[src/rtl/core/ple_pkg.sv]
// ----------------------------------------------------------------------------
// ple_pkg
// Shared types and constants of the packed array unpacker.
// ----------------------------------------------------------------------------
package ple_pkg;

    localparam int WORD_BITS   = 64;
    localparam int POS_W       = 7;
    localparam int ENTRY_W     = 32;
    localparam int BITCNT_W    = 5;
    localparam int INDEX_W     = 12;
    localparam int BPE_W       = 6;
    localparam int CNT_W       = 13;
    localparam int CFG_DATA_W  = 13;
    localparam int OUT_TDATA_W = 48;

    localparam logic CFG_ENTRY_WIDTH = 1'b0;
    localparam logic CFG_ENTRY_COUNT = 1'b1;

    localparam logic [BPE_W-1:0] BPE_RESET   = 6'd4;
    localparam logic [CNT_W-1:0] COUNT_RESET = 13'd4096;

    typedef enum logic [1:0] {
        ST_IDLE = 2'b01,
        ST_RUN  = 2'b10
    } state_t;

    typedef struct packed {
        logic entry_done;
        logic next_fits;
    } deser_stat_t;

    typedef struct packed {
        logic [INDEX_W-1:0] index;
        logic               run_last;
        logic               complete;
    } entry_tag_t;

endpackage

[src/rtl/core/ple_deser.sv]
// ----------------------------------------------------------------------------
// ple_deser
// Bit-serial deserialiser: shifts the word out one bit per cycle while step
// is high and assembles entries of the configured width.
// ----------------------------------------------------------------------------
module ple_deser (
    input  logic                          clk,
    input  logic                          rst_n,
    input  logic                          load,
    input  logic [ple_pkg::WORD_BITS-1:0] word,
    input  logic                          step,
    input  logic [ple_pkg::BPE_W-1:0]     width,
    output ple_pkg::deser_stat_t          stat,
    output logic [ple_pkg::ENTRY_W-1:0]   entry
);
    import ple_pkg::*;

    logic [WORD_BITS-1:0] word_reg;
    logic [WORD_BITS-1:0] word_next;
    logic [BITCNT_W-1:0]  bit_cnt_reg;
    logic [BITCNT_W-1:0]  bit_cnt_next;
    logic [POS_W-1:0]     pos_reg;
    logic [POS_W-1:0]     pos_next;
    logic [ENTRY_W-1:0]   entry_reg;
    logic [ENTRY_W-1:0]   entry_next;
    logic [ENTRY_W-1:0]   entry_base;
    logic [POS_W:0]       end_pos;

    assign stat.entry_done = ({1'b0, bit_cnt_reg} == (width - BPE_W'(1)));
    assign end_pos         = {1'b0, pos_reg} + (POS_W+1)'(1) + (POS_W+1)'(width);
    assign stat.next_fits  = (end_pos <= (POS_W+1)'(WORD_BITS));

    assign entry_base = (bit_cnt_reg == '0) ? '0 : entry_reg;
    assign entry_next = entry_base | (ENTRY_W'(word_reg[0]) << bit_cnt_reg);
    assign entry      = entry_next;

    always_comb
    begin
        word_next    = word_reg;
        bit_cnt_next = bit_cnt_reg;
        pos_next     = pos_reg;
        if (load)
        begin
            word_next    = word;
            bit_cnt_next = '0;
            pos_next     = '0;
        end
        else if (step)
        begin
            word_next    = {1'b0, word_reg[WORD_BITS-1:1]};
            pos_next     = pos_reg + POS_W'(1);
            bit_cnt_next = stat.entry_done ? '0 : bit_cnt_reg + BITCNT_W'(1);
        end
    end

    always_ff @(posedge clk or negedge rst_n)
    begin
        if (!rst_n)
        begin
            bit_cnt_reg <= '0;
            pos_reg     <= '0;
        end
        else
        begin
            bit_cnt_reg <= bit_cnt_next;
            pos_reg     <= pos_next;
        end
    end

    always_ff @(posedge clk)
    begin
        word_reg <= word_next;
        if (step)
        begin
            entry_reg <= entry_next;
        end
    end

endmodule

[src/rtl/core/ple_outreg.sv]
// ----------------------------------------------------------------------------
// ple_outreg
// Output register of the result stream.
// ----------------------------------------------------------------------------
module ple_outreg (
    input  logic                            clk,
    input  logic                            rst_n,
    input  logic                            load,
    input  logic [ple_pkg::ENTRY_W-1:0]     value,
    input  ple_pkg::entry_tag_t             tag,
    output logic                            busy,
    output logic                            m_axis_tvalid,
    input  logic                            m_axis_tready,
    output logic [ple_pkg::OUT_TDATA_W-1:0] m_axis_tdata,
    output logic                            m_axis_tlast,
    output logic                            m_axis_tuser
);
    import ple_pkg::*;

    logic               valid_reg;
    logic               valid_next;
    logic [ENTRY_W-1:0] value_reg;
    entry_tag_t         tag_reg;

    assign busy       = valid_reg && !m_axis_tready;
    assign valid_next = load ? 1'b1 : (m_axis_tready ? 1'b0 : valid_reg);

    always_ff @(posedge clk or negedge rst_n)
    begin
        if (!rst_n)
        begin
            valid_reg <= 1'b0;
        end
        else
        begin
            valid_reg <= valid_next;
        end
    end

    always_ff @(posedge clk)
    begin
        if (load)
        begin
            value_reg <= value;
            tag_reg   <= tag;
        end
    end

    assign m_axis_tvalid = valid_reg;
    assign m_axis_tdata  = {(OUT_TDATA_W-ENTRY_W-INDEX_W)'(0), tag_reg.index, value_reg};
    assign m_axis_tlast  = tag_reg.run_last;
    assign m_axis_tuser  = tag_reg.complete;

endmodule

[src/rtl/core/packed_long_array_unpacker_top.sv]
// ----------------------------------------------------------------------------
// packed_long_array_unpacker_top
// Splits 64-bit packed words into fixed-width entries, bit-serially.
// ----------------------------------------------------------------------------
// Each accepted word is loaded into the deserialiser, which shifts out one bit
// per cycle unless a finished entry waits on a stalled output; every w bits
// form an entry (w = effective entry width) for the output register. No new
// word is accepted until the current one is done; a word after the array is full is dropped.
// Reset: asynchronous, active low; clears the count, the full flag, the
// output valid and restores entry width = 4, entry count = 4096.
module packed_long_array_unpacker_top #(
    parameter int MAX_ENTRIES = 4096
) (
    input  logic                            clk,
    input  logic                            rst_n,
    input  logic                            cfg_we,
    input  logic                            cfg_index,
    input  logic [ple_pkg::CFG_DATA_W-1:0]  cfg_data,
    input  logic                            s_axis_tvalid,
    output logic                            s_axis_tready,
    // packed_word[63:0]
    input  logic [ple_pkg::WORD_BITS-1:0]   s_axis_tdata,
    // last_word
    input  logic                            s_axis_tlast,
    output logic                            m_axis_tvalid,
    input  logic                            m_axis_tready,
    // entry_value[31:0], entry_index[43:32], zero [47:44]
    output logic [ple_pkg::OUT_TDATA_W-1:0] m_axis_tdata,
    // run_last
    output logic                            m_axis_tlast,
    // array_complete
    output logic                            m_axis_tuser
);
    import ple_pkg::*;

    localparam int CW = $clog2(MAX_ENTRIES + 1);
    localparam int EW = (CW > CNT_W) ? CW : CNT_W;

    state_t             state_reg;
    state_t             state_next;
    logic [BPE_W-1:0]   bpe_reg;
    logic [CNT_W-1:0]   count_reg;
    logic [CW-1:0]      emitted_reg;
    logic [CW-1:0]      emitted_next;
    logic               full_reg;
    logic               full_next;
    logic               last_reg;

    logic [BPE_W-1:0]   width_eff;
    logic [CNT_W-1:0]   count_nz;
    logic [EW-1:0]      count_eff;
    logic [EW-1:0]      emitted_ext;
    logic [CW-1:0]      emitted_inc;
    logic [EW-1:0]      emitted_inc_ext;
    logic               start_full;
    logic               accept;
    logic               deser_load;
    logic               step;
    logic               emit;
    logic               hit;
    logic               out_busy;
    deser_stat_t        stat;
    logic [ENTRY_W-1:0] entry;
    entry_tag_t         tag;

    always_comb
    begin
        width_eff = bpe_reg;
        if (bpe_reg == '0)
        begin
            width_eff = BPE_W'(1);
        end
        else if (bpe_reg > BPE_W'(ENTRY_W))
        begin
            width_eff = BPE_W'(ENTRY_W);
        end
    end

    assign count_nz  = (count_reg == '0) ? CNT_W'(1) : count_reg;
    assign count_eff = (EW'(count_nz) > EW'(MAX_ENTRIES)) ? EW'(MAX_ENTRIES) : EW'(count_nz);

    assign emitted_ext     = EW'(emitted_reg);
    assign emitted_inc     = emitted_reg + CW'(1);
    assign emitted_inc_ext = EW'(emitted_inc);
    assign hit             = (emitted_inc_ext >= count_eff);
    assign start_full      = full_reg || (emitted_ext >= count_eff);

    assign s_axis_tready = (state_reg == ST_IDLE);
    assign accept        = s_axis_tvalid && s_axis_tready;
    assign deser_load    = accept && !start_full;
    assign step          = (state_reg == ST_RUN) && !(stat.entry_done && out_busy);
    assign emit          = step && stat.entry_done;

    assign tag.index    = emitted_ext[INDEX_W-1:0];
    assign tag.run_last = hit || !stat.next_fits;
    assign tag.complete = (emitted_inc_ext == count_eff);

    always_comb
    begin
        state_next   = state_reg;
        emitted_next = emitted_reg;
        full_next    = full_reg;
        unique case (state_reg)
            ST_IDLE:
            begin
                if (accept)
                begin
                    if (!start_full)
                    begin
                        state_next = ST_RUN;
                    end
                    else if (s_axis_tlast)
                    begin
                        emitted_next = '0;
                        full_next    = 1'b0;
                    end
                    else
                    begin
                        full_next = 1'b1;
                    end
                end
            end
            ST_RUN:
            begin
                if (emit)
                begin
                    emitted_next = emitted_inc;
                    if (tag.run_last)
                    begin
                        state_next = ST_IDLE;
                        if (last_reg)
                        begin
                            emitted_next = '0;
                            full_next    = 1'b0;
                        end
                        else
                        begin
                            full_next = hit;
                        end
                    end
                end
            end
            default:
            begin
                state_next = ST_IDLE;
            end
        endcase
    end

    always_ff @(posedge clk or negedge rst_n)
    begin
        if (!rst_n)
        begin
            state_reg   <= ST_IDLE;
            emitted_reg <= '0;
            full_reg    <= 1'b0;
            bpe_reg     <= BPE_RESET;
            count_reg   <= COUNT_RESET;
        end
        else
        begin
            state_reg   <= state_next;
            emitted_reg <= emitted_next;
            full_reg    <= full_next;
            if (cfg_we)
            begin
                unique case (cfg_index)
                    CFG_ENTRY_WIDTH: bpe_reg   <= cfg_data[BPE_W-1:0];
                    CFG_ENTRY_COUNT: count_reg <= cfg_data[CNT_W-1:0];
                    default:         count_reg <= count_reg;
                endcase
            end
        end
    end

    always_ff @(posedge clk)
    begin
        if (accept)
        begin
            last_reg <= s_axis_tlast;
        end
    end

    ple_deser u_deser (
        .clk   (clk),
        .rst_n (rst_n),
        .load  (deser_load),
        .word  (s_axis_tdata),
        .step  (step),
        .width (width_eff),
        .stat  (stat),
        .entry (entry)
    );

    ple_outreg u_outreg (
        .clk           (clk),
        .rst_n         (rst_n),
        .load          (emit),
        .value         (entry),
        .tag           (tag),
        .busy          (out_busy),
        .m_axis_tvalid (m_axis_tvalid),
        .m_axis_tready (m_axis_tready),
        .m_axis_tdata  (m_axis_tdata),
        .m_axis_tlast  (m_axis_tlast),
        .m_axis_tuser  (m_axis_tuser)
    );

endmodule

[config.mk]
export PLATFORM = sky130hd
export DESIGN_NAME = packed_long_array_unpacker_top
export DESIGN_NICKNAME = d
export VERILOG_FILES = /design/src/rtl/core/ple_pkg.sv /design/src/rtl/core/ple_deser.sv /design/src/rtl/core/ple_outreg.sv /design/src/rtl/core/packed_long_array_unpacker_top.sv
export SDC_FILE = /design/constraint.sdc
export NUM_CORES = 1
export LEC_CHECK = 0
export BUFFER_PORTS_ARGS = -buffer_cell sky130_fd_sc_hd__buf_2
export CORE_AREA = 2 2 125 127
export CTS_CLUSTER_SIZE = 25
export DETAILED_ROUTE_END_ITERATION = 16
export DIE_AREA = 0 0 127 129
export PLACE_DENSITY = 0.9
export SYNTH_ARGS = -nofsm -noshare
export SYNTH_HDL_FRONTEND = slang
export SYNTH_SLANG_ARGS = --single-unit
[constraint.sdc]
create_clock -name clk -period 13.94 [get_ports clk]
set_clock_uncertainty 0.1 [all_clocks]
set_input_delay 0 -clock clk [delete_from_list [all_inputs] [get_ports clk]]
set_output_delay 0 -clock clk [all_outputs]
set_load 0.05 [all_outputs]
* Word level (Yosys, flattened, before mapping)
Index checks and enable logic that the tools add are counted.
** Storage, ports and cells
- Register bits after elaboration :: 191
- Latch bits :: 0
- Memory bits (writable) :: 0
- Memory bits (read-only) :: 0
- Bits of input ports :: 84
- Output and inout port bits :: 52
- Memories :: 0
** Cells by class
- Add/subtract/negate cells :: 6
- Multiply operators :: 0
- Divide/modulo/power cells :: 0
- Magnitude comparators :: 5
- Equality and inequality tests :: 10
- Shifts and indexed selects :: 1
- Muxes and demuxes :: 33
- Bitwise gates (word level) :: 2
- Reductions and logical operators :: 23
** Operator list (number)
- 64-bit two-way mux :: 2
- 13-bit two-way mux :: 8
- 32-bit two-way mux :: 1
- 32-bit OR :: 1
- 1-bit by 5-bit << shifter with 32-bit output :: 1
- 13-bit >= comparator :: 2
- 13-bit one-hot mux with 2 select lines :: 1
- 5-bit two-way mux :: 3
- 7-bit two-way mux :: 2
- 13-bit by 1-bit adder with 13-bit output (second input constant) :: 1
- 13-bit == test :: 1
- 13-bit greater-than comparator (second input constant) :: 1
- 13-bit logical NOT :: 1
- 6-bit two-way mux :: 2
- 2-bit by 1-bit != test with 1-bit output (second input constant) :: 5
- 5-bit AND reduction :: 2
- 7-bit by 1-bit adder with 8-bit output (second input constant) :: 1
- 8-bit by 6-bit adder with 8-bit output :: 1
- 8-bit by 7-bit <= comparator with 1-bit output (second input constant) :: 1
- 1-bit two-way mux :: 8
- 2-bit two-way mux :: 4
- 7-bit by 1-bit adder with 7-bit output (second input constant) :: 1
- 5-bit by 6-bit == test with 1-bit output :: 1
- 6-bit greater-than comparator (second input constant) :: 1
- 16 further kinds :: 28

* Depth between registers and ports, before layout
- Depth in word-level cells :: 11
- Mapped depth :: 16
- Depth with buffers taken out :: 15

* Modules after synthesis
From an unflattened synthesis, not the netlist that was laid out.
** Second synthesis, totals
- Cells, all modules :: 644
- Area, all modules :: 8976.1 um^2
** By module, submodules not included
- ple_deser :: times used 1, cells each 352, area each 5107.4 um^2, seq. area each 3183.1 um^2
- packed_long_array_unpacker_top :: times used 1, cells each 238, area each 2408.6 um^2, seq. area each 909.6 um^2
- ple_outreg :: times used 1, cells each 54, area each 1460.2 um^2, seq. area each 1406.3 um^2

* Least setup slack after synthesis
OpenSTA, ideal clock, no wires.
- Path type :: register -> register
- Start point :: register bpe_reg[2]
- End point :: register u_deser.bit_cnt_reg[4]
- Setup time :: 354 ps
- Arrival :: 7029 ps
- Data required time :: 13486 ps
- Slack :: 6457 ps
- Stages on the path, launching flop included :: 13
- Path buffers :: 2
- Period minus slack after synthesis :: 7483 ps
- Path through :: dfstp_2 buf_6 nor4_1 o21bai_1 ha_1 nand2b_1 a311oi_1 o21a_1 or2_0 clkbuf_1 and3_1 o21ai_0 o221ai_1
** Between the ends
- Longest elaborated chain between the ends :: 9
- Elaborated cells on any way between the ends :: 13
- Classes of those cells :: add/sub: 1; order compare: 1; eq/ne: 1; mux: 5; reduce/logical: 5
** RTL lines
- start: declaration :: line packed_long_array_unpacker_top.sv:41 : logic [BPE_W-1:0] bpe_reg;
- start signal: assignment :: line packed_long_array_unpacker_top.sv:168 : CFG_ENTRY_WIDTH: bpe_reg <= cfg_data[BPE_W-1:0];
- 6-bit greater-than comparator :: line packed_long_array_unpacker_top.sv:73 : else if (bpe_reg > BPE_W'(ENTRY_W))
- 6-bit two-way mux :: line packed_long_array_unpacker_top.sv:73
- 6-bit two-way mux * :: line packed_long_array_unpacker_top.sv:69 : if (bpe_reg == '0)
- 6-bit by 1-bit subtractor with 6-bit output * :: line ple_deser.sv:29 : assign stat.entry_done = ({1'b0, bit_cnt_reg} == (width - BPE_W'(1)));
- 5-bit by 6-bit == test with 1-bit output * :: line ple_deser.sv:29
- 1-bit logical AND :: line packed_long_array_unpacker_top.sv:91 : assign step = (state_reg == ST_RUN) && !(stat.entry_done && out_busy);
- 1-bit logical NOT :: line packed_long_array_unpacker_top.sv:91
- 1-bit logical AND :: line packed_long_array_unpacker_top.sv:91
- 2-bit nonzero test (no source line)
- end signal: assignment :: line ple_deser.sv:65 : bit_cnt_reg <= bit_cnt_next;
- end: declaration :: line ple_deser.sv:20 : logic [BITCNT_W-1:0] bit_cnt_reg;
Every way passes the cells marked *; elsewhere a longest branch is shown, timed or not. The select of a mux whose other input is x is not followed.
A chain may end at the register's enable or synchronous reset.

* Worst setup path in the final report
- Start point :: register count_reg[4]
- End point :: register u_deser.word_reg[24] (enable)
** Between the ends
- Longest elaborated chain between the ends :: 9
** RTL lines
- start: declaration :: line packed_long_array_unpacker_top.sv:42 : logic [CNT_W-1:0] count_reg;
- start signal: assignment :: line packed_long_array_unpacker_top.sv:169 : CFG_ENTRY_COUNT: count_reg <= cfg_data[CNT_W-1:0];
- start signal: assignment :: line packed_long_array_unpacker_top.sv:170 : default: count_reg <= count_reg;
- 13-bit logical NOT :: line packed_long_array_unpacker_top.sv:79 : assign count_nz = (count_reg == '0) ? CNT_W'(1) : count_reg;
- 13-bit two-way mux * :: line packed_long_array_unpacker_top.sv:79
- 13-bit greater-than comparator :: line packed_long_array_unpacker_top.sv:80 : assign count_eff = (EW'(count_nz) > EW'(MAX_ENTRIES)) ? EW'(MAX_ENTRIES) : EW'(count_nz);
- 13-bit two-way mux * :: line packed_long_array_unpacker_top.sv:80
- 13-bit >= comparator * :: line packed_long_array_unpacker_top.sv:86 : assign start_full = full_reg || (emitted_ext >= count_eff);
- 1-bit logical OR * :: line packed_long_array_unpacker_top.sv:86
- 1-bit logical NOT *
- 1-bit logical AND * :: line packed_long_array_unpacker_top.sv:90 : assign deser_load = accept && !start_full;
- 2-bit nonzero test (no source line) *
- end signal: assignment :: line ple_deser.sv:72 : word_reg <= word_next;
- end: declaration :: line ple_deser.sv:18 : logic [WORD_BITS-1:0] word_reg;
Every way passes the cells marked *; elsewhere a longest branch is shown, timed or not.

==> impl_metrics.tcl <==
set metrics [dict create \
    setup.worst_path.end_class "flip-flop" \
    avgSynthCellArea_sq_um 11.2 \
    cts_resized 0 \
    dr.first_iter.drc_count 750 \
    routed_wl_um 23400 \
    grt_pass1_wl_um 36700 \
    portBuffers 131 \
    grt_remaining_overflow 0 \
    synth_top_family_by_area "simple AND/OR/NAND/NOR gates" \
    postRouteAntennaNets 0 \
    tns_ns 0 \
    setup_violations 0 \
    dp_slack_ns 9.64 \
    fin_util_pct 75.7 \
    hold_path_depth 3 \
    nets 1138 \
    ys.flop_type "edfxtp_1" \
    worst_pin_slew_ns 1.27 \
    synth_edf_count 143 \
    ys_seq_elements 191 \
    rr_worst_depth 12 \
    period_share_pct 32.1 \
    row_count 45 \
    hp-class "input pin to flip-flop" \
    core_sq_um 15000 \
    cap_violations 0 \
    status "complete, no violations" \
    setup_ws_ns 9.46 \
    antennaDiodeCount 0 \
    pin_count 136 \
    max_freq_ghz 0.223 \
    h-tree-depth 4 \
    synth-simple-area-share_pct 17.4 \
    synth_compound_area_share_pct 9.01 \
    die_w_um 127 \
    startpoint "count_reg[4]" \
    post_cts_buffers 0 \
    die_height_um 129 \
    clkSlewWorstSetupHoldPaths_ns 0.07 \
    cts_tree "yes" \
    finalMaxSlewViolations 0 \
    cp.arrival_ns 4.44 \
    grt_pass1_vias 7122 \
    worstSetupPathType "flip-flop to flip-flop" \
    cts-buffers-inserted 17 \
    min_period_ns 4.48 \
    area_delta_synth_final_pct 24.7 \
    cp_max_fo 68 \
    hold_viol 0 \
    hp-start "cfg_we" \
    power.density_nw_per_um2 163 \
    cts.sinks 191 \
    route.detailed.drc 0 \
    yosys.cell_types.count 64 \
    dpl.hpwl_um 13200 \
    grt_max_degree 73 \
    die_area_sq_um 16400 \
    syn_area_sq_um 9090 \
    cellLeakagePower_uw 0.00487 \
    relSlewSlack_pct 15.2 \
    clockBufferDepth 2 \
    routedWlPerCell_um 19.2 \
    dr.pass1.iters 6 \
    routed-via-count 7179 \
    yosys-mux-area-fraction_pct 2.92 \
    place_congestion 0.911 \
    grtUsageTotal_pct 29.4 \
    holdBufCountCts 85 \
    vdd_drop_max_uv 107 \
    critical_path_required_ns 13.90 \
    largest_register_ffs 64 \
    syn_inst 811 \
    insertion_delay_ns 0.44 \
    start_util_pct 60.7 \
    timing.rr.start "count_reg[4]" \
    antenna_found_initial 0 \
    rsz0062_at_grt "no" \
    synthArstFlopShare_pct 25.1 \
    drive_gt1_share_pct 19.3 \
    synthAdderAreaFrac_pct 5.37 \
    ys_warn_count 0 \
    cts.root.buffer_cell "clkbuf_16" \
    synthXorXnorAreaFrac_pct 1.93 \
    power.total_uw 1850 \
    start_kind "flip-flop" \
    ys_seq_area_share_pct 60.5 \
    vias_per_cell 5.90 \
]
final timing paths:
check                                       end  slack (ns)
min in group asynchronous            bpe_reg[0]        0.25
min                                  bpe_reg[1]        0.03
max                        u_deser.word_reg[24]        9.46
max reg2reg                u_deser.word_reg[24]        9.46
max in group asynchronous        emitted_ext[5]       12.82
min reg2reg                 u_deser.word_reg[1]        0.42
per-stage QoR:
stage / instance area [sq um] / std cells / hold WS, ns
2_1_floorplan: 9100 / 814 / -0.396
3_3_place_gp: 9890 / 1099 / 0.133
3_5_place_dp: 9890 / 1099 / 0.140
4_1_cts: 11300 / 1216 / 0.0180
5_1_grt: 11300 / 1216 / 0.0393
6_report: 11300 / 1216 / 0.0309
power by group:
part | internal [uW] | switching [uW] | total (uW)
clock | 270 | 231 | 501
sequential | 795 | 57.7 | 853
combinational | 161 | 334 | 495
total | 1230 | 622 | 1850
worst max-delay path: stages, from the launching register on:
cell and delay [ns]:
dfrtp_1 0.40, nor4_1 0.36, nand3_1 0.18, o21ai_0 0.45, nand2_1 0.19, ha_1 0.31
o21ai_0 0.17, o21ai_0 0.14, a41oi_1 0.49, nand3_2 0.12, buf_4 0.34, o21ai_4 0.12
buf_4 0.63
cell usage after synthesis (7+ instances only):
cell	count	area [sq um]
nor3_1	10	50.1
a22o_1	17	149
nand3_1	24	120
nand2_1	237	890
and3_1	13	81.3
dfrtp_1	45	1130
nor2_1	20	75.1
a21oi_1	12	60.1
ha_1	39	488
clkbuf_1	29	109
mux2_2	20	225
inv_1	24	90.1
nand2b_1	8	50.1
nor2b_1	7	43.8
xnor2_1	13	114
edfxtp_1	143	4290
o21ai_0	43	215
xor2_1	7	61.3
cell usage in the layout (no fill, tap or decap), types with 8 or more instances in the layout:
master,count
a21oi_1,12
a22o_1,17
and3_1,12
buf_2,131
clkbuf_16,17
dfrtp_1,45
dlygate4sd3_1,85
edfxtp_1,143
ha_1,39
inv_1,24
mux2_2,20
nand2_1,237
nand2b_1,8
nand3_1,23
nor2_1,20
nor3_1,9
o21ai_0,42
xnor2_1,13
logic make-up (layout without fill, tap and decap cells):
kind of cell    Yosys count  after routing
compound gates          119            119
xor+xnor                 20             20
fa+ha+maj                39             39
buf+inv                  62            276
flops                   191            191
mux                      24             24
other cells               1              4
simple gates            355            355
routing by layer:
metal,global-route usage [%],routed length (um),up-vias
met5,0,0,-
met4,13.1,845,0
met3,5.24,1530,64
met2,51.1,12000,360
met1,36.3,9050,3452
li1,-,-,3303
layout make-up:
class | instances | area [sq um]
flip-flops and latches | 191 | 5500
fillers | 898 | 3630
multi-input cells | 561 | 3380
repair buffers | 220 | 1540
clock buffers | 17 | 425
well taps | 188 | 235
clock inverters | 15 | 176
inverters | 24 | 90.1
Note: power is estimated with default switching activity, not from simulation.
